### config.mk
export PLATFORM = sky130hd
export DESIGN_NAME = tets_div
export DESIGN_NICKNAME = d
export VERILOG_FILES = /design/src/rtl/tets_pkg.sv /design/src/rtl/tets_div.sv
export SDC_FILE = /design/constraint.sdc
export NUM_CORES = 2
export LEC_CHECK = 0
export BUFFER_PORTS_ARGS = -buffer_cell sky130_fd_sc_hd__buf_4
export CORE_MARGIN = 3
export CORE_UTILIZATION = 45
export CTS_CLUSTER_DIAMETER = 120
export CTS_CLUSTER_SIZE = 25
export DETAILED_ROUTE_END_ITERATION = 7
export PLACE_DENSITY = 0.73
export SYNTH_ARGS = -nofsm -noshare
export SYNTH_HDL_FRONTEND = slang
export SYNTH_SLANG_ARGS = --single-unit
### constraint.sdc
create_clock -name clk_i -period 6 [get_ports clk_i]
set_input_delay 1.2 -clock clk_i [delete_from_list [all_inputs] [get_ports clk_i]]
set_output_delay 1.2 -clock clk_i [all_outputs]
set_load 0.01 [all_outputs]
### src/rtl/tets_pkg.sv
`timescale 1ns / 1ps
// ----------------------------------------------------------------------------
// tets_pkg
// Shared types, widths and helpers of the timed event table scheduler.
// ----------------------------------------------------------------------------
package tets_pkg;

  localparam int unsigned SLOT_COUNT_DEF = 16;

  localparam int unsigned MODE_W   = 3;
  localparam int unsigned SLOT_W   = 4;
  localparam int unsigned MS_W     = 32;
  localparam int unsigned RATE_W   = 20;
  localparam int unsigned TIME_W   = 64;
  localparam int unsigned DELAY_W  = 48;
  localparam int unsigned STATUS_W = 3;

  localparam logic [RATE_W-1:0] RATE_RESET = 20'd100000;

  // status bit positions
  localparam int unsigned ST_ACTIVE = 0;
  localparam int unsigned ST_REPEAT = 1;
  localparam int unsigned ST_PAUSED = 2;

  // divide by one thousand, one radix-16 digit per cycle
  localparam int unsigned MS_PER_S = 1000;
  localparam int unsigned PROD_W   = MS_W + RATE_W;
  localparam int unsigned DIG_W    = 4;
  localparam int unsigned DIG_N    = PROD_W / DIG_W;
  localparam int unsigned REM_W    = $clog2(MS_PER_S);
  localparam int unsigned ACC_W    = REM_W + DIG_W;

  // stream packing
  localparam int unsigned IN_FIELDS_W  = SLOT_W + MS_W + 1;
  localparam int unsigned IN_DATA_W    = ((IN_FIELDS_W + 7) / 8) * 8;
  localparam int unsigned OUT_FIELDS_W = SLOT_W + 1 + TIME_W;
  localparam int unsigned OUT_DATA_W   = ((OUT_FIELDS_W + 7) / 8) * 8;
  localparam int unsigned OUT_PAD_W    = OUT_DATA_W - OUT_FIELDS_W;

  localparam logic KIND_FIRED = 1'b0;
  localparam logic KIND_CLOSE = 1'b1;

  typedef enum logic [MODE_W-1:0] {
    MODE_TICK   = 3'd0,
    MODE_CREATE = 3'd1,
    MODE_PAUSE  = 3'd2,
    MODE_RESUME = 3'd3,
    MODE_KILL   = 3'd4
  } mode_e;

  typedef enum logic [2:0] {
    S_IDLE,
    S_SCAN,
    S_SLOT_RD,
    S_SLOT_WB,
    S_DIV_WAIT,
    S_CR_WR,
    S_FINAL,
    S_CLOSE
  } seq_state_e;

  typedef struct packed {
    logic [STATUS_W-1:0] status;
    logic [TIME_W-1:0]   due;
    logic [DELAY_W-1:0]  delay;
  } entry_t;

  localparam int unsigned ENTRY_W = $bits(entry_t);

  typedef struct packed {
    logic              kind;
    logic [SLOT_W-1:0] slot;
    logic              err;
    logic [TIME_W-1:0] due;
    logic              last;
  } res_t;

  typedef struct packed {
    logic              start;
    logic [MS_W-1:0]   ms;
    logic [RATE_W-1:0] rate;
  } div_req_t;

  typedef struct packed {
    logic               done;
    logic [DELAY_W-1:0] quot;
  } div_rsp_t;

  function automatic logic [ACC_W-1:0] ms_mult(input logic [DIG_W-1:0] k);
    return ACC_W'(k) * ACC_W'(MS_PER_S);
  endfunction

endpackage

### src/rtl/tets_div.sv
`timescale 1ns / 1ps
// ----------------------------------------------------------------------------
// tets_div
// Converts milliseconds to ticks: registered product, then a radix-16
// digit-recurrence divide by one thousand.
// ----------------------------------------------------------------------------
module tets_div (
  input  logic               clk_i,
  input  logic               rst_ni,
  input  tets_pkg::div_req_t req_i,
  output tets_pkg::div_rsp_t rsp_o
);

  localparam int unsigned CNT_W = $clog2(tets_pkg::DIG_N + 1);

  logic [tets_pkg::PROD_W-1:0] p_q, p_d;
  logic [tets_pkg::REM_W-1:0]  r_q, r_d;
  logic [CNT_W-1:0]            cnt_q, cnt_d;
  logic                        done_q, done_d;
  logic [tets_pkg::ACC_W-1:0]  acc;
  logic [tets_pkg::DIG_W-1:0]  dig;

  always_comb begin
    acc = {r_q, p_q[tets_pkg::PROD_W-1 -: tets_pkg::DIG_W]};
    dig = '0;
    for (int k = 1; k < 2 ** tets_pkg::DIG_W; k++) begin
      if (acc >= tets_pkg::ms_mult(tets_pkg::DIG_W'(k))) begin
        dig = tets_pkg::DIG_W'(k);
      end
    end
  end

  always_comb begin
    p_d    = p_q;
    r_d    = r_q;
    cnt_d  = cnt_q;
    done_d = done_q;
    if (req_i.start) begin
      p_d    = tets_pkg::PROD_W'(req_i.ms) * tets_pkg::PROD_W'(req_i.rate);
      r_d    = '0;
      cnt_d  = CNT_W'(tets_pkg::DIG_N);
      done_d = 1'b0;
    end else if (cnt_q != '0) begin
      p_d    = {p_q[tets_pkg::PROD_W-tets_pkg::DIG_W-1:0], dig};
      r_d    = tets_pkg::REM_W'(acc - tets_pkg::ms_mult(dig));
      cnt_d  = cnt_q - CNT_W'(1);
      done_d = (cnt_q == CNT_W'(1));
    end
  end

  always_ff @(posedge clk_i or negedge rst_ni) begin
    if (!rst_ni) begin
      cnt_q  <= '0;
      done_q <= 1'b0;
    end else begin
      cnt_q  <= cnt_d;
      done_q <= done_d;
    end
  end

  always_ff @(posedge clk_i) begin
    p_q <= p_d;
    r_q <= r_d;
  end

  assign rsp_o.done = done_q;
  assign rsp_o.quot = tets_pkg::DELAY_W'(p_q);

endmodule

==> run summary <==
Startpoint Class - input port
pre-CTS setup slack - -2.108 ns
sinks on the clock net - 67
WHS Endpoint - r_q[1]$_SDFFE_PP0P_
largest area contributor in the netlist - fa_1
r2r worst-path depth - 18
CTS tree - yes
CTS root buffer - clkbuf_16
Nets - 3825
largest net degree at the start of global routing - 59
crit path DAT - 7.70 ns
global route overflow - 0
Final GP Congestion - 0.8898
RSZ-0062 raised after global routing - true
antenna-violating nets left - 0
failing checks - negative setup slack
Placed Instance Area - 28330 um2
Yosys cell types - 62
number of top-level pins - 104
Critical Path End Type - flop
Slew Limit Fails - 0
DRT Pass-1 Iters - 5
# setup viols final - 44
max-capacitance violation count - 0
Detail Placement HPWL - 53830 um
row cnt - 85
worst hold path type - reg2reg
total CTS buffers - 9
status - complete, but fails checks
sequential area share after synthesis - 0.07625
# diodes - 0
Layout Skew - 0.006200 ns
first-pass GRT wire length - 108300 um
reg-to-reg startpoint - r_q[8]$_SDFFE_PP0P_
Seq. cell area - 1887 um2
Die Width - 240.5 um
worst r2r dst - r_q[9]$_SDFFE_PP0P_
top cells by area, synth - fa_1 (44%), inv_1 (9.4%), ha_1 (9.0%)
Clock Latency Late Sink - 0.34 ns
DR WL/cell - 18.62 um
most frequent cells in the layout - inv_1 (577), fa_1 (499), nand2_1 (390), buf_4 (360), and2_1 (241)
Chip Height - 240.5 um
total number of vias - 19850
Ys Warns - 0
FF-to-FF setup slack - 1.13 ns
Post-Syn Area - 24740 um2
Worst EP required - 6.08 ns
top cell type's share of synthesized area - 0.4377
multi-input logic area - 21050 um2
share of cells above drive strength 1 - 0.2680
post-synthesis register bit count - 67
Syn Area/Cell - 8.949 um2
Final WS setup - -1.622 ns
min Tclk post-route - 7.622 ns
Tcrit/Tclk final - 1.270
initial core utilization - 0.4571
vias in the first global route - 21430
Hold Vio Cnt, Final - 0
fmax - 0.1312 GHz
clock slew at the register clock pins of the worst setup and hold paths - 0.05 ns
area grow syn2layout - 25.58%
Vias/cell - 5.292
Rel. slew slack - 0.4312
Hold Crit Depth - 1
Remaining DRCs - 0
crit path max fanout - 5
Port Buffers - 103
drt total wl - 69850 um
design area - 31070 um2
overall routing resource usage - 0.2366
syn nets - 3539
worst slew pin tran - 0.8460 ns
Max clock buf depth - 2
H-tree Lvls - 3
number of synthesized flops with an enable pin - 52
Initial DRC Count - 1260
Core ar. - 54130 um2
Top FF cell, synth - edfxtp_1
fill count - 4429
hold_sp - p_q[49]$_DFFE_PP_
Async SR Flop Fraction - 0.07463
Crit Path Class - in2reg
Mapped Cells - 2765
commonest non-fill, non-tap cell in the layout - inv_1
total die area - 57840 um2
antenna violations before repair - 0
## worst max-delay path, cell delays in order
cell and delay, ns:
buf_16 0.13, and2_4 0.14, fa_1 0.52, fa_1 0.61, fa_1 0.47, fa_1 0.60, fa_1 0.44, fa_1 0.51
inv_1 0.05, fa_1 0.52, inv_2 0.05, ha_4 0.25, nand4_1 0.10, or2_1 0.27, or3_4 0.40, a2111oi_4 0.19
buf_4 0.20, nor3_4 0.05, o41ai_4 0.42, a41oi_2 0.18, xnor2_1 0.16, mux2_4 0.25
## layout make-up
type | instances | area share
Clock inverter | 2 | 0.0003221
Tap cell | 696 | 0.02802
Timing Repair Buffer | 482 | 0.1501
Clock buffer | 14 | 0.008496
Sequential cell | 67 | 0.06072
Multi-Input combinational cell | 1869 | 0.6772
Inverter | 622 | 0.07513
## synthesized netlist by cell type (all sizes together) (2+ instances only)
cell type	n
o22ai	4
o41ai	2
a211o	3
edfxtp	52
o211a	2
o31a	2
a21oi	72
o21bai	15
clkbuf	152
dfxtp	10
o211ai	6
a2bb2oi	2
a2111oi	2
a211oi	7
xnor2	45
a21o	33
fa	541
nand4	14
a31oi	14
nor4	3
dfrtp	5
o21a	11
o21ai	46
a221oi	3
mux2i	2
buf	55
o31ai	12
or2	3
ha	178
nor2	36
nor2b	7
inv	621
nor3	15
nand2b	4
a41oi	2
mux2	42
a22o	5
and3	4
nand3	11
xor2	12
or3	3
and2	287
nand2	410
a21boi	2
## per-layer routing
layer / GRT usage / share of wire / up-vias
met1: 0.2897 / 0.38 / 10140
li1: - / - / 8788
met4: 0.07668 / 0.042 / 0
met3: 0.02615 / 0.056 / 210
met5: 0 / 0 / -
met2: 0.4350 / 0.52 / 717
## cells by family (layout without fill, tap and decap cells)
group	after synthesis	count (layout)	share of synthesized area
buffers and inverters	829	1120	0.1333
AND/OR/NAND/NOR	797	797	0.1553
multiplexers	44	44	0.01992
flip-flops	67	67	0.07625
AO/OA/AOI/OAI	252	252	0.06735
adder cells (fa/ha/maj)	719	719	0.5277
XOR/XNOR	57	57	0.02017
## sequential cells by signal (all words and copies together) (netlist names)
name,cells
cnt_q,4
done_q,1
p_q,52
r_q,10
## worst max path at each step
stage,start,end
6_report,req_i[30],p_q[48]$_DFFE_PP_
5_1_grt,req_i[30],p_q[44]$_DFFE_PP_
4_1_cts,req_i[9],p_q[48]$_DFFE_PP_
3_5_place_dp,req_i[3],p_q[48]$_DFFE_PP_
3_3_place_gp,req_i[2],p_q[48]$_DFFE_PP_
2_1_floorplan,req_i[28],p_q[48]$_DFFE_PP_
## through the flow
step	util	setup TNS [ns]	std cells	hold WS, ns
final	0.5740	-53.07	3752	0.4650
after global routing	0.5740	-58.95	3752	0.4823
after CTS	0.5504	-51.39	3710	0.4628
after detailed placement	0.5233	-73.32	3656	0.4523
after global placement	0.5233	-70.97	3656	0.4389
after floorplan	-	-42.60	2765	0.4358
## repair_timing
item                       in CTS  in global routing
pin swaps                     108                147
hold endpoints to repair        0                  0
cloned                          3                 11
setup endpoints to repair      45                 45
resized for setup             189                183
setup buffers                  36                 39
hold buffers                    0                  0
Power is not shown: default switching activity piles up to over one toggle a cycle in this logic, so the estimate is an artifact.
