`config.mk`:
```
export PLATFORM = sky130hd
export DESIGN_NAME = tets_seq
export DESIGN_NICKNAME = d
export VERILOG_FILES = /design/src/rtl/tets_pkg.sv /design/src/rtl/tets_seq.sv
export SDC_FILE = /design/constraint.sdc
export NUM_CORES = 2
export LEC_CHECK = 0
export BUFFER_PORTS_ARGS = -buffer_cell sky130_fd_sc_hd__buf_2
export CORE_ASPECT_RATIO = 1.2
export CORE_MARGIN = 8
export CORE_UTILIZATION = 50
export DETAILED_ROUTE_END_ITERATION = 7
export GPL_ROUTABILITY_DRIVEN = 1
export PLACE_DENSITY = 0.71
export SYNTH_ARGS = -nofsm -noshare
export SYNTH_HDL_FRONTEND = slang
export SYNTH_SLANG_ARGS = --single-unit
```
`constraint.sdc`:
```
create_clock -name clk_i -period 13 [get_ports clk_i]
set_input_delay 0.65 -clock clk_i [delete_from_list [all_inputs] [get_ports clk_i]]
set_output_delay 0.65 -clock clk_i [all_outputs]
set_load 0.05 [all_outputs]
```
`src/rtl/tets_pkg.sv`:
```
`timescale 1ns / 1ps
// ----------------------------------------------------------------------------
// tets_pkg
// Shared types, widths and helpers of the timed event table scheduler.
// ----------------------------------------------------------------------------
package tets_pkg;

  localparam int unsigned SLOT_COUNT_DEF = 16;

  localparam int unsigned MODE_W   = 3;
  localparam int unsigned SLOT_W   = 4;
  localparam int unsigned MS_W     = 32;
  localparam int unsigned RATE_W   = 20;
  localparam int unsigned TIME_W   = 64;
  localparam int unsigned DELAY_W  = 48;
  localparam int unsigned STATUS_W = 3;

  localparam logic [RATE_W-1:0] RATE_RESET = 20'd100000;

  // status bit positions
  localparam int unsigned ST_ACTIVE = 0;
  localparam int unsigned ST_REPEAT = 1;
  localparam int unsigned ST_PAUSED = 2;

  // divide by one thousand, one radix-16 digit per cycle
  localparam int unsigned MS_PER_S = 1000;
  localparam int unsigned PROD_W   = MS_W + RATE_W;
  localparam int unsigned DIG_W    = 4;
  localparam int unsigned DIG_N    = PROD_W / DIG_W;
  localparam int unsigned REM_W    = $clog2(MS_PER_S);
  localparam int unsigned ACC_W    = REM_W + DIG_W;

  // stream packing
  localparam int unsigned IN_FIELDS_W  = SLOT_W + MS_W + 1;
  localparam int unsigned IN_DATA_W    = ((IN_FIELDS_W + 7) / 8) * 8;
  localparam int unsigned OUT_FIELDS_W = SLOT_W + 1 + TIME_W;
  localparam int unsigned OUT_DATA_W   = ((OUT_FIELDS_W + 7) / 8) * 8;
  localparam int unsigned OUT_PAD_W    = OUT_DATA_W - OUT_FIELDS_W;

  localparam logic KIND_FIRED = 1'b0;
  localparam logic KIND_CLOSE = 1'b1;

  typedef enum logic [MODE_W-1:0] {
    MODE_TICK   = 3'd0,
    MODE_CREATE = 3'd1,
    MODE_PAUSE  = 3'd2,
    MODE_RESUME = 3'd3,
    MODE_KILL   = 3'd4
  } mode_e;

  typedef enum logic [2:0] {
    S_IDLE,
    S_SCAN,
    S_SLOT_RD,
    S_SLOT_WB,
    S_DIV_WAIT,
    S_CR_WR,
    S_FINAL,
    S_CLOSE
  } seq_state_e;

  typedef struct packed {
    logic [STATUS_W-1:0] status;
    logic [TIME_W-1:0]   due;
    logic [DELAY_W-1:0]  delay;
  } entry_t;

  localparam int unsigned ENTRY_W = $bits(entry_t);

  typedef struct packed {
    logic              kind;
    logic [SLOT_W-1:0] slot;
    logic              err;
    logic [TIME_W-1:0] due;
    logic              last;
  } res_t;

  typedef struct packed {
    logic              start;
    logic [MS_W-1:0]   ms;
    logic [RATE_W-1:0] rate;
  } div_req_t;

  typedef struct packed {
    logic               done;
    logic [DELAY_W-1:0] quot;
  } div_rsp_t;

  function automatic logic [ACC_W-1:0] ms_mult(input logic [DIG_W-1:0] k);
    return ACC_W'(k) * ACC_W'(MS_PER_S);
  endfunction

endpackage

```
`src/rtl/tets_seq.sv`:
```
`timescale 1ns / 1ps
// ----------------------------------------------------------------------------
// tets_seq
// Command sequencer: slot table scan with read-modify-write through the RAM,
// firing, allocation, earliest-due search and the output register.
// ----------------------------------------------------------------------------
module tets_seq #(
  parameter int unsigned SLOT_COUNT = tets_pkg::SLOT_COUNT_DEF,
  localparam int unsigned IW = $clog2(SLOT_COUNT)
) (
  input  logic                          clk_i,
  input  logic                          rst_ni,
  input  logic                          in_valid_i,
  output logic                          in_ready_o,
  input  logic [tets_pkg::MODE_W-1:0]   in_mode_i,
  input  logic [tets_pkg::SLOT_W-1:0]   in_slot_i,
  input  logic [tets_pkg::MS_W-1:0]     in_ms_i,
  input  logic                          in_repeat_i,
  input  logic [tets_pkg::RATE_W-1:0]   rate_i,
  output logic                          out_valid_o,
  input  logic                          out_ready_i,
  output tets_pkg::res_t                out_res_o,
  output logic                          ram_we_o,
  output logic [IW-1:0]                 ram_waddr_o,
  output tets_pkg::entry_t              ram_wdata_o,
  output logic                          ram_re_o,
  output logic [IW-1:0]                 ram_raddr_o,
  input  tets_pkg::entry_t              ram_rdata_i,
  output tets_pkg::div_req_t            div_req_o,
  input  tets_pkg::div_rsp_t            div_rsp_i
);

  localparam int unsigned CW = $clog2(SLOT_COUNT + 1);

  tets_pkg::seq_state_e state_q, state_d;

  logic [tets_pkg::MODE_W-1:0]   mode_q, mode_d;
  logic [tets_pkg::SLOT_W-1:0]   idx_q, idx_d;
  logic                          rep_q, rep_d;
  logic [tets_pkg::TIME_W-1:0]   now_q, now_d;
  logic [tets_pkg::TIME_W-1:0]   next_due_q, next_due_d;
  logic [tets_pkg::TIME_W-1:0]   limit_q, limit_d;
  logic                          fire_q, fire_d;
  logic [CW-1:0]                 rd_ptr_q, rd_ptr_d;
  logic                          proc_vld_q, proc_vld_d;
  logic [IW-1:0]                 proc_idx_q, proc_idx_d;
  logic                          rd_vld_q;
  logic [SLOT_COUNT-1:0]         vld_q;
  logic [tets_pkg::TIME_W-1:0]   best_q, best_d;
  logic [tets_pkg::TIME_W-1:0]   cand_q, cand_d;
  logic                          found_q, found_d;
  logic [IW-1:0]                 free_idx_q, free_idx_d;
  logic [tets_pkg::SLOT_W-1:0]   close_slot_q, close_slot_d;
  logic                          close_err_q, close_err_d;
  logic                          out_vld_q, out_vld_d;
  tets_pkg::res_t                out_q, out_d, res_n;
  logic                          out_load;

  logic                          accept, out_free, is_tick, is_create, is_resume;
  logic                          in_bad_idx, hit, take, stall, scan_done;
  logic [tets_pkg::STATUS_W-1:0] cur_st, upd_st, wst;
  logic [tets_pkg::TIME_W-1:0]   upd_due, now_inc, cr_due;
  tets_pkg::entry_t              cur;

  assign in_ready_o = (state_q == tets_pkg::S_IDLE);
  assign accept     = in_valid_i && in_ready_o;
  assign out_free   = !out_vld_q || out_ready_i;
  assign is_tick    = (mode_q == tets_pkg::MODE_TICK);
  assign is_create  = (mode_q == tets_pkg::MODE_CREATE);
  assign is_resume  = (mode_q == tets_pkg::MODE_RESUME);
  assign in_bad_idx = 32'(in_slot_i) >= 32'(SLOT_COUNT);
  assign now_inc    = now_q + tets_pkg::TIME_W'(1);
  assign cr_due     = now_q + tets_pkg::TIME_W'(div_rsp_i.quot);

  // slot pipeline stage
  assign cur     = ram_rdata_i;
  assign cur_st  = rd_vld_q ? cur.status : '0;
  assign hit     = is_tick && fire_q && cur_st[tets_pkg::ST_ACTIVE] && (cur.due <= limit_q);
  assign upd_st  = (hit && !cur_st[tets_pkg::ST_REPEAT]) ? '0 : cur_st;
  assign upd_due = (hit && cur_st[tets_pkg::ST_REPEAT])
                 ? cur.due + tets_pkg::TIME_W'(cur.delay) : cur.due;
  assign take    = upd_st[tets_pkg::ST_ACTIVE] && (upd_due != '0)
                 && ((best_q == '0) || (upd_due < best_q));
  assign stall   = (state_q == tets_pkg::S_SCAN) && proc_vld_q && hit && !out_free;
  assign scan_done = (state_q == tets_pkg::S_SCAN) && !proc_vld_q
                   && (rd_ptr_q == CW'(SLOT_COUNT));

  assign div_req_o.start = accept && (in_mode_i == tets_pkg::MODE_CREATE);
  assign div_req_o.ms    = in_ms_i;
  assign div_req_o.rate  = rate_i;

  // next state
  always_comb begin
    state_d = state_q;
    unique case (state_q)
      tets_pkg::S_IDLE: begin
        if (accept) begin
          unique case (in_mode_i) inside
            tets_pkg::MODE_TICK, tets_pkg::MODE_CREATE: state_d = tets_pkg::S_SCAN;
            tets_pkg::MODE_PAUSE, tets_pkg::MODE_RESUME, tets_pkg::MODE_KILL: begin
              state_d = in_bad_idx ? tets_pkg::S_CLOSE : tets_pkg::S_SLOT_RD;
            end
            default: state_d = tets_pkg::S_CLOSE;
          endcase
        end
      end
      tets_pkg::S_SCAN: begin
        if (scan_done) begin
          if (is_create) begin
            state_d = found_q ? tets_pkg::S_DIV_WAIT : tets_pkg::S_CLOSE;
          end else begin
            state_d = tets_pkg::S_FINAL;
          end
        end
      end
      tets_pkg::S_SLOT_RD:  state_d = tets_pkg::S_SLOT_WB;
      tets_pkg::S_SLOT_WB:  state_d = is_resume ? tets_pkg::S_SCAN : tets_pkg::S_CLOSE;
      tets_pkg::S_DIV_WAIT: if (div_rsp_i.done) state_d = tets_pkg::S_CR_WR;
      tets_pkg::S_CR_WR:    state_d = tets_pkg::S_FINAL;
      tets_pkg::S_FINAL:    state_d = tets_pkg::S_CLOSE;
      tets_pkg::S_CLOSE:    if (out_free) state_d = tets_pkg::S_IDLE;
      default:              state_d = tets_pkg::S_IDLE;
    endcase
  end

  // datapath and outputs
  always_comb begin
    mode_d       = mode_q;
    idx_d        = idx_q;
    rep_d        = rep_q;
    now_d        = now_q;
    next_due_d   = next_due_q;
    limit_d      = limit_q;
    fire_d       = fire_q;
    rd_ptr_d     = rd_ptr_q;
    proc_vld_d   = proc_vld_q;
    proc_idx_d   = proc_idx_q;
    best_d       = best_q;
    cand_d       = cand_q;
    found_d      = found_q;
    free_idx_d   = free_idx_q;
    close_slot_d = close_slot_q;
    close_err_d  = close_err_q;
    ram_we_o     = 1'b0;
    ram_waddr_o  = proc_idx_q;
    ram_wdata_o  = cur;
    ram_re_o     = 1'b0;
    ram_raddr_o  = IW'(rd_ptr_q);
    wst          = cur_st;
    out_load     = 1'b0;
    res_n        = '{kind: tets_pkg::KIND_CLOSE, slot: close_slot_q, err: close_err_q,
                     due: next_due_q, last: 1'b1};

    unique case (state_q)
      tets_pkg::S_IDLE: begin
        if (accept) begin
          mode_d       = in_mode_i;
          idx_d        = in_slot_i;
          rep_d        = in_repeat_i;
          rd_ptr_d     = '0;
          proc_vld_d   = 1'b0;
          best_d       = '0;
          cand_d       = '0;
          found_d      = 1'b0;
          close_slot_d = '0;
          close_err_d  = 1'b0;
          limit_d      = next_due_q;
          fire_d       = 1'b0;
          unique case (in_mode_i) inside
            tets_pkg::MODE_TICK: begin
              now_d  = now_inc;
              fire_d = (next_due_q != '0) && (now_inc >= next_due_q);
            end
            tets_pkg::MODE_CREATE: begin
              close_slot_d = '0;
            end
            tets_pkg::MODE_PAUSE, tets_pkg::MODE_RESUME, tets_pkg::MODE_KILL: begin
              close_slot_d = in_slot_i;
              close_err_d  = in_bad_idx;
            end
            default: close_err_d = 1'b1;
          endcase
        end
      end
      tets_pkg::S_SCAN: begin
        if (!stall) begin
          if (rd_ptr_q != CW'(SLOT_COUNT)) begin
            ram_re_o   = 1'b1;
            rd_ptr_d   = rd_ptr_q + CW'(1);
            proc_vld_d = 1'b1;
            proc_idx_d = IW'(rd_ptr_q);
          end else begin
            proc_vld_d = 1'b0;
          end
          if (proc_vld_q) begin
            if (hit) begin
              ram_we_o    = 1'b1;
              ram_wdata_o = '{status: upd_st, due: upd_due, delay: cur.delay};
              out_load    = 1'b1;
              res_n       = '{kind: tets_pkg::KIND_FIRED, slot: tets_pkg::SLOT_W'(proc_idx_q),
                              err: 1'b0, due: '0, last: 1'b0};
            end
            if (take) begin
              best_d = upd_due;
            end
            if (is_create && !found_q && (proc_idx_q != '0) && (cur_st == '0)) begin
              found_d    = 1'b1;
              free_idx_d = proc_idx_q;
            end
          end
        end
        if (scan_done && is_create && !found_q) begin
          close_err_d = 1'b1;
        end
      end
      tets_pkg::S_SLOT_RD: begin
        ram_re_o    = 1'b1;
        ram_raddr_o = IW'(idx_q);
      end
      tets_pkg::S_SLOT_WB: begin
        ram_we_o    = 1'b1;
        ram_waddr_o = IW'(idx_q);
        unique case (mode_q) inside
          tets_pkg::MODE_PAUSE: begin
            wst[tets_pkg::ST_PAUSED] = 1'b1;
            wst[tets_pkg::ST_ACTIVE] = 1'b0;
            ram_wdata_o = '{status: wst, due: cur.due, delay: cur.delay};
          end
          tets_pkg::MODE_RESUME: begin
            wst[tets_pkg::ST_PAUSED] = 1'b0;
            wst[tets_pkg::ST_ACTIVE] = 1'b1;
            ram_wdata_o = '{status: wst, due: now_q + tets_pkg::TIME_W'(cur.delay),
                            delay: cur.delay};
          end
          default: begin
            ram_wdata_o = '{status: '0, due: cur.due, delay: cur.delay};
          end
        endcase
        rd_ptr_d   = '0;
        proc_vld_d = 1'b0;
        best_d     = '0;
      end
      tets_pkg::S_DIV_WAIT: begin
        cand_d = '0;
      end
      tets_pkg::S_CR_WR: begin
        wst                      = '0;
        wst[tets_pkg::ST_ACTIVE] = 1'b1;
        wst[tets_pkg::ST_REPEAT] = rep_q;
        ram_we_o     = 1'b1;
        ram_waddr_o  = free_idx_q;
        ram_wdata_o  = '{status: wst, due: cr_due, delay: div_rsp_i.quot};
        cand_d       = cr_due;
        close_slot_d = tets_pkg::SLOT_W'(free_idx_q);
      end
      tets_pkg::S_FINAL: begin
        next_due_d = ((cand_q != '0) && ((best_q == '0) || (cand_q < best_q)))
                   ? cand_q : best_q;
      end
      tets_pkg::S_CLOSE: begin
        out_load = out_free;
      end
      default: begin
        out_load = 1'b0;
      end
    endcase

    out_vld_d = out_load || (out_vld_q && !out_ready_i);
    out_d     = out_load ? res_n : out_q;
  end

  always_ff @(posedge clk_i or negedge rst_ni) begin
    if (!rst_ni) begin
      state_q    <= tets_pkg::S_IDLE;
      now_q      <= '0;
      next_due_q <= '0;
      fire_q     <= 1'b0;
      rd_ptr_q   <= '0;
      proc_vld_q <= 1'b0;
      rd_vld_q   <= 1'b0;
      vld_q      <= '0;
      found_q    <= 1'b0;
      out_vld_q  <= 1'b0;
    end else begin
      state_q    <= state_d;
      now_q      <= now_d;
      next_due_q <= next_due_d;
      fire_q     <= fire_d;
      rd_ptr_q   <= rd_ptr_d;
      proc_vld_q <= proc_vld_d;
      found_q    <= found_d;
      out_vld_q  <= out_vld_d;
      if (ram_re_o) begin
        rd_vld_q <= vld_q[ram_raddr_o];
      end
      if (ram_we_o) begin
        vld_q[ram_waddr_o] <= 1'b1;
      end
    end
  end

  always_ff @(posedge clk_i) begin
    mode_q       <= mode_d;
    idx_q        <= idx_d;
    rep_q        <= rep_d;
    limit_q      <= limit_d;
    proc_idx_q   <= proc_idx_d;
    best_q       <= best_d;
    cand_q       <= cand_d;
    free_idx_q   <= free_idx_d;
    close_slot_q <= close_slot_d;
    close_err_q  <= close_err_d;
    out_q        <= out_d;
  end

  assign out_valid_o = out_vld_q;
  assign out_res_o   = out_q;

endmodule

```
==> results.yml <==
drt:
  drc_errors: 0
  vias: 35720
  drtIter0Drc: 4322
  drt_first_pass_iters: 8
  viasPerCell: 6.534
  antenna_left: 0
  routed_wl_mm: 162.1
  wl_per_cell_um: 29.64
synth:
  syn-num-nets: 4832
  syn_area_mm2: 0.03703
  synth_top_family_by_area: "compound AO/OA/AOI/OAI gates"
  yosys.area_share.adder: 0.1371
  synth_common_cells: "nand2_1 (500), ha_1 (401), nor2_1 (333)"
  synthMuxAreaShare: 0.03173
  yosysMostFrequentCell: "nand2_1"
  synth_compound_area_frac: 0.1867
  syn_avg_cell_area_um2: 8.817
  synth_cells: 4200
  synth_ff_type: "edfxtp_1"
  synth-async-reset-ratio: 0.3568
  synth_xor_area_frac: 0.06741
  ys_warn_count: 0
  synth-simple-area-share: 0.1857
  yosys-top-cells-area: "edfxtp_1 (23%), ha_1 (14%), dfrtp_1 (11%), nand2_1 (5.1%), xnor2_1 (3.8%)"
  synth_area_leader_cell: "edfxtp_1"
  synth.distinct_cells: 99
  ys_seq_area_frac: 0.3356
  synth-edff-count: 283
  ys_ff_latch: 440
  synth_top_cell_area_share: 0.2295
setup_path:
  worst_setup_path_start_kind: "register"
  cp_top_family: "compound AO/OA/AOI/OAI gates"
  cp_slowest_cell: "nor4_1"
  cp.arrival_ps: 8280
  critPathMaxStageDelay_ps: 870
  cp_max_fo: 39
  path_common_cell: "a21o_1"
  critPathBufInv: 3
  end_kind: "register"
  reg2reg_slack_ps: 4950
  regToRegStartpoint: "limit_q[37]$_DFFE_PP_"
  cp_cell_sequence: "inv_1 -> ha_1 -> nand4_1 -> nor4_1 -> and3_1 -> a22oi_2 -> a21o_2 -> nand3_2 -> buf_4 -> o21ai_0 -> ha_1 -> a21o_1 -> a21o_1 -> a21o_1 -> a21o_1 -> a21o_1 -> a21oi_1 -> nor2b_1 -> o31ai_1 -> o31ai_1 -> o311ai_0 -> a21oi_1 -> a31oi_4 -> buf_4"
  crit_required_ps: 13240
  worst-setup-path-type: "register to register"
  reg2reg_depth: 24
  worstReg2RegEnd: "best_q[16]$_SDFFCE_PN0P_"
clocking:
  clock-sinks: 440
  ctsHtreeMaxLevel: 2
  cts_tree: "done"
  clk_latency_ps: 630
  postCtsResizedCells: 0
  clk_pin_slew_ps: 70
  cts_hold_buf: 0
  cts_buffers: 50
  cts_buffer_depth: 3
  clock-root-buffer: "clkbuf_16"
  post-cts-setup-buffers: 0
placement:
  placed_area_mm2: 0.03958
  place_ws_ps: 4873
  routabilityCongestion: 1.072
  io_buffers: 374
  place.detailed.hpwl_mm: 129.2
cells_and_area:
  fin_nets: 5108
  drive_gt1_frac: 0.1262
  synthToLayoutAreaGrowth_pct: 11.45
  fin_area_mm2: 0.04127
die:
  die_y_um: 314.1
  core_mm2: 0.07351
  die_area_mm2: 0.08306
  initial_utilization: 0.5038
  fp-row-count: 109
  die_w_um: 264.4
  io_pins: 479
status:
  status: "finished clean"
sta:
  fin_skew_ps: 36.40
  tightest_slew_ps: 1360
  period_share: 0.6190
  max_freq_mhz: 124.3
  drv_slew: 0
  slew_headroom: 0.09306
  rsz0062_at_grt: "no"
  finalSetupViolCount: 0
  timing.final.ws_setup_ps: 4952
  setup_tns_ps: 0
  hold_viol_final: 0
  finalCriticalPeriod_ps: 8048
power_and_ir_drop:
  power.total_mw: 8.166
  ir_drop_uv: 157.6
  leakage_nw: 19.39
  pwr_density_cell_mw_per_mm2: 197.8
grt:
  overflow: 0
  grt_first_pass_wirelength_mm: 232.9
  grt_usage: 0.3766
  grt_max_degree: 94
  grt_pass1_vias: 34620
  antenna_found_initial: 6
worst_hold_path:
  hold_class: "primary input to asynchronous set/reset pin"
job:
  drv_cap: 0
-- placed cells by master, fill, tap and decap left out, types with 10 or more instances in the layout --
| cell type | instances |
|---|---|
| nand2b_1 | 25 |
| a31oi_1 | 20 |
| xor2_1 | 125 |
| dfrtp_1 | 157 |
| nor2b_1 | 32 |
| clkbuf_16 | 51 |
| clkbuf_1 | 13 |
| o211ai_1 | 18 |
| nor2_1 | 331 |
| nand4_1 | 105 |
| edfxtp_1 | 283 |
| inv_1 | 263 |
| a2111oi_0 | 11 |
| a21o_1 | 172 |
| and2_1 | 64 |
| a211o_1 | 26 |
| and3_1 | 35 |
| o31ai_1 | 28 |
| nand3_1 | 97 |
| a221oi_1 | 33 |
| nor4_1 | 75 |
| nand2_1 | 500 |
| nand3b_1 | 10 |
| or3_1 | 22 |
| o21ai_0 | 157 |
| and4_1 | 16 |
| nor3_1 | 69 |
| buf_4 | 57 |
| xnor2_1 | 160 |
| buf_2 | 373 |
| o21bai_1 | 30 |
| ha_1 | 401 |
| clkinv_1 | 12 |
| o21a_1 | 29 |
| mux2i_1 | 105 |
| a21oi_1 | 256 |
| a211oi_1 | 41 |
| a22o_1 | 13 |
| o21ai_1 | 82 |
-- worst max-delay path by stage --
stage	start	endpoint	slack (ps)	cells after the start
3_5_place_dp	ram_rdata_i[66]	best_q[11]$_SDFFCE_PN0P_	4870	26
5_1_grt	limit_q[37]$_DFFE_PP_	best_q[20]$_SDFFCE_PN0P_	4790	25
2_1_floorplan	ram_rdata_i[66]	best_q[0]$_SDFFCE_PN0P_	4170	25
6_report	limit_q[37]$_DFFE_PP_	best_q[16]$_SDFFCE_PN0P_	4950	24
3_3_place_gp	ram_rdata_i[66]	best_q[11]$_SDFFCE_PN0P_	5080	26
4_1_cts	limit_q[37]$_DFFE_PP_	best_q[20]$_SDFFCE_PN0P_	5180	25
-- cell families after synthesis --
family | after synthesis
AO/OA/AOI/OAI | 1040
XOR/XNOR | 285
adder cells (fa/ha/maj) | 404
buffers and inverters | 474
flip-flops | 440
multiplexers | 115
AND/OR/NAND/NOR | 1442
-- stage by stage --
stage          cells    util  hold slack [ps]
2_1_floorplan   4200       -            354.4
3_3_place_gp    5367  0.5384            436.4
3_5_place_dp    5367  0.5384            443.9
4_1_cts         5461  0.5613            164.2
5_1_grt         5461  0.5613            198.7
6_report        5467  0.5615            118.9
-- report_power, final --
| part | internal (mW) | leakage (nW) | switching, mW | total [mW] |
|---|---|---|---|---|
| combinational | 1.15 | 13.8 | 3.00 | 4.16 |
| sequential | 2.02 | 4.73 | 0.507 | 2.53 |
| clock | 0.856 | 0.820 | 0.622 | 1.48 |
| total | 4.03 | 19.4 | 4.13 | 8.17 |
-- per-layer routing --
layer	track usage	share of wire
met1	0.4454	0.36
met2	0.5983	0.45
met3	0.07327	0.10
met4	0.2968	0.095
met5	0	0.000074
-- state kept, by name (all words and copies together) (netlist names), 5 cells and up --
register,cells
rd_ptr_q,5
now_q,64
next_due_q,64
best_q,64
cand_q,64
limit_q,64
vld_q,16
out_res_o,70
-- area by class of cell --
cell class | count | area (um^2)
fillers | 6753 | 32240
multi-input cells | 3286 | 22670
flip-flops and latches | 440 | 12430
repair buffers | 431 | 2306
clock buffers | 66 | 1353
well taps | 943 | 1180
inverters | 267 | 1002
clock inverters | 28 | 325.3
diodes | 6 | 15.01
Power figures use the tool's default switching activity.
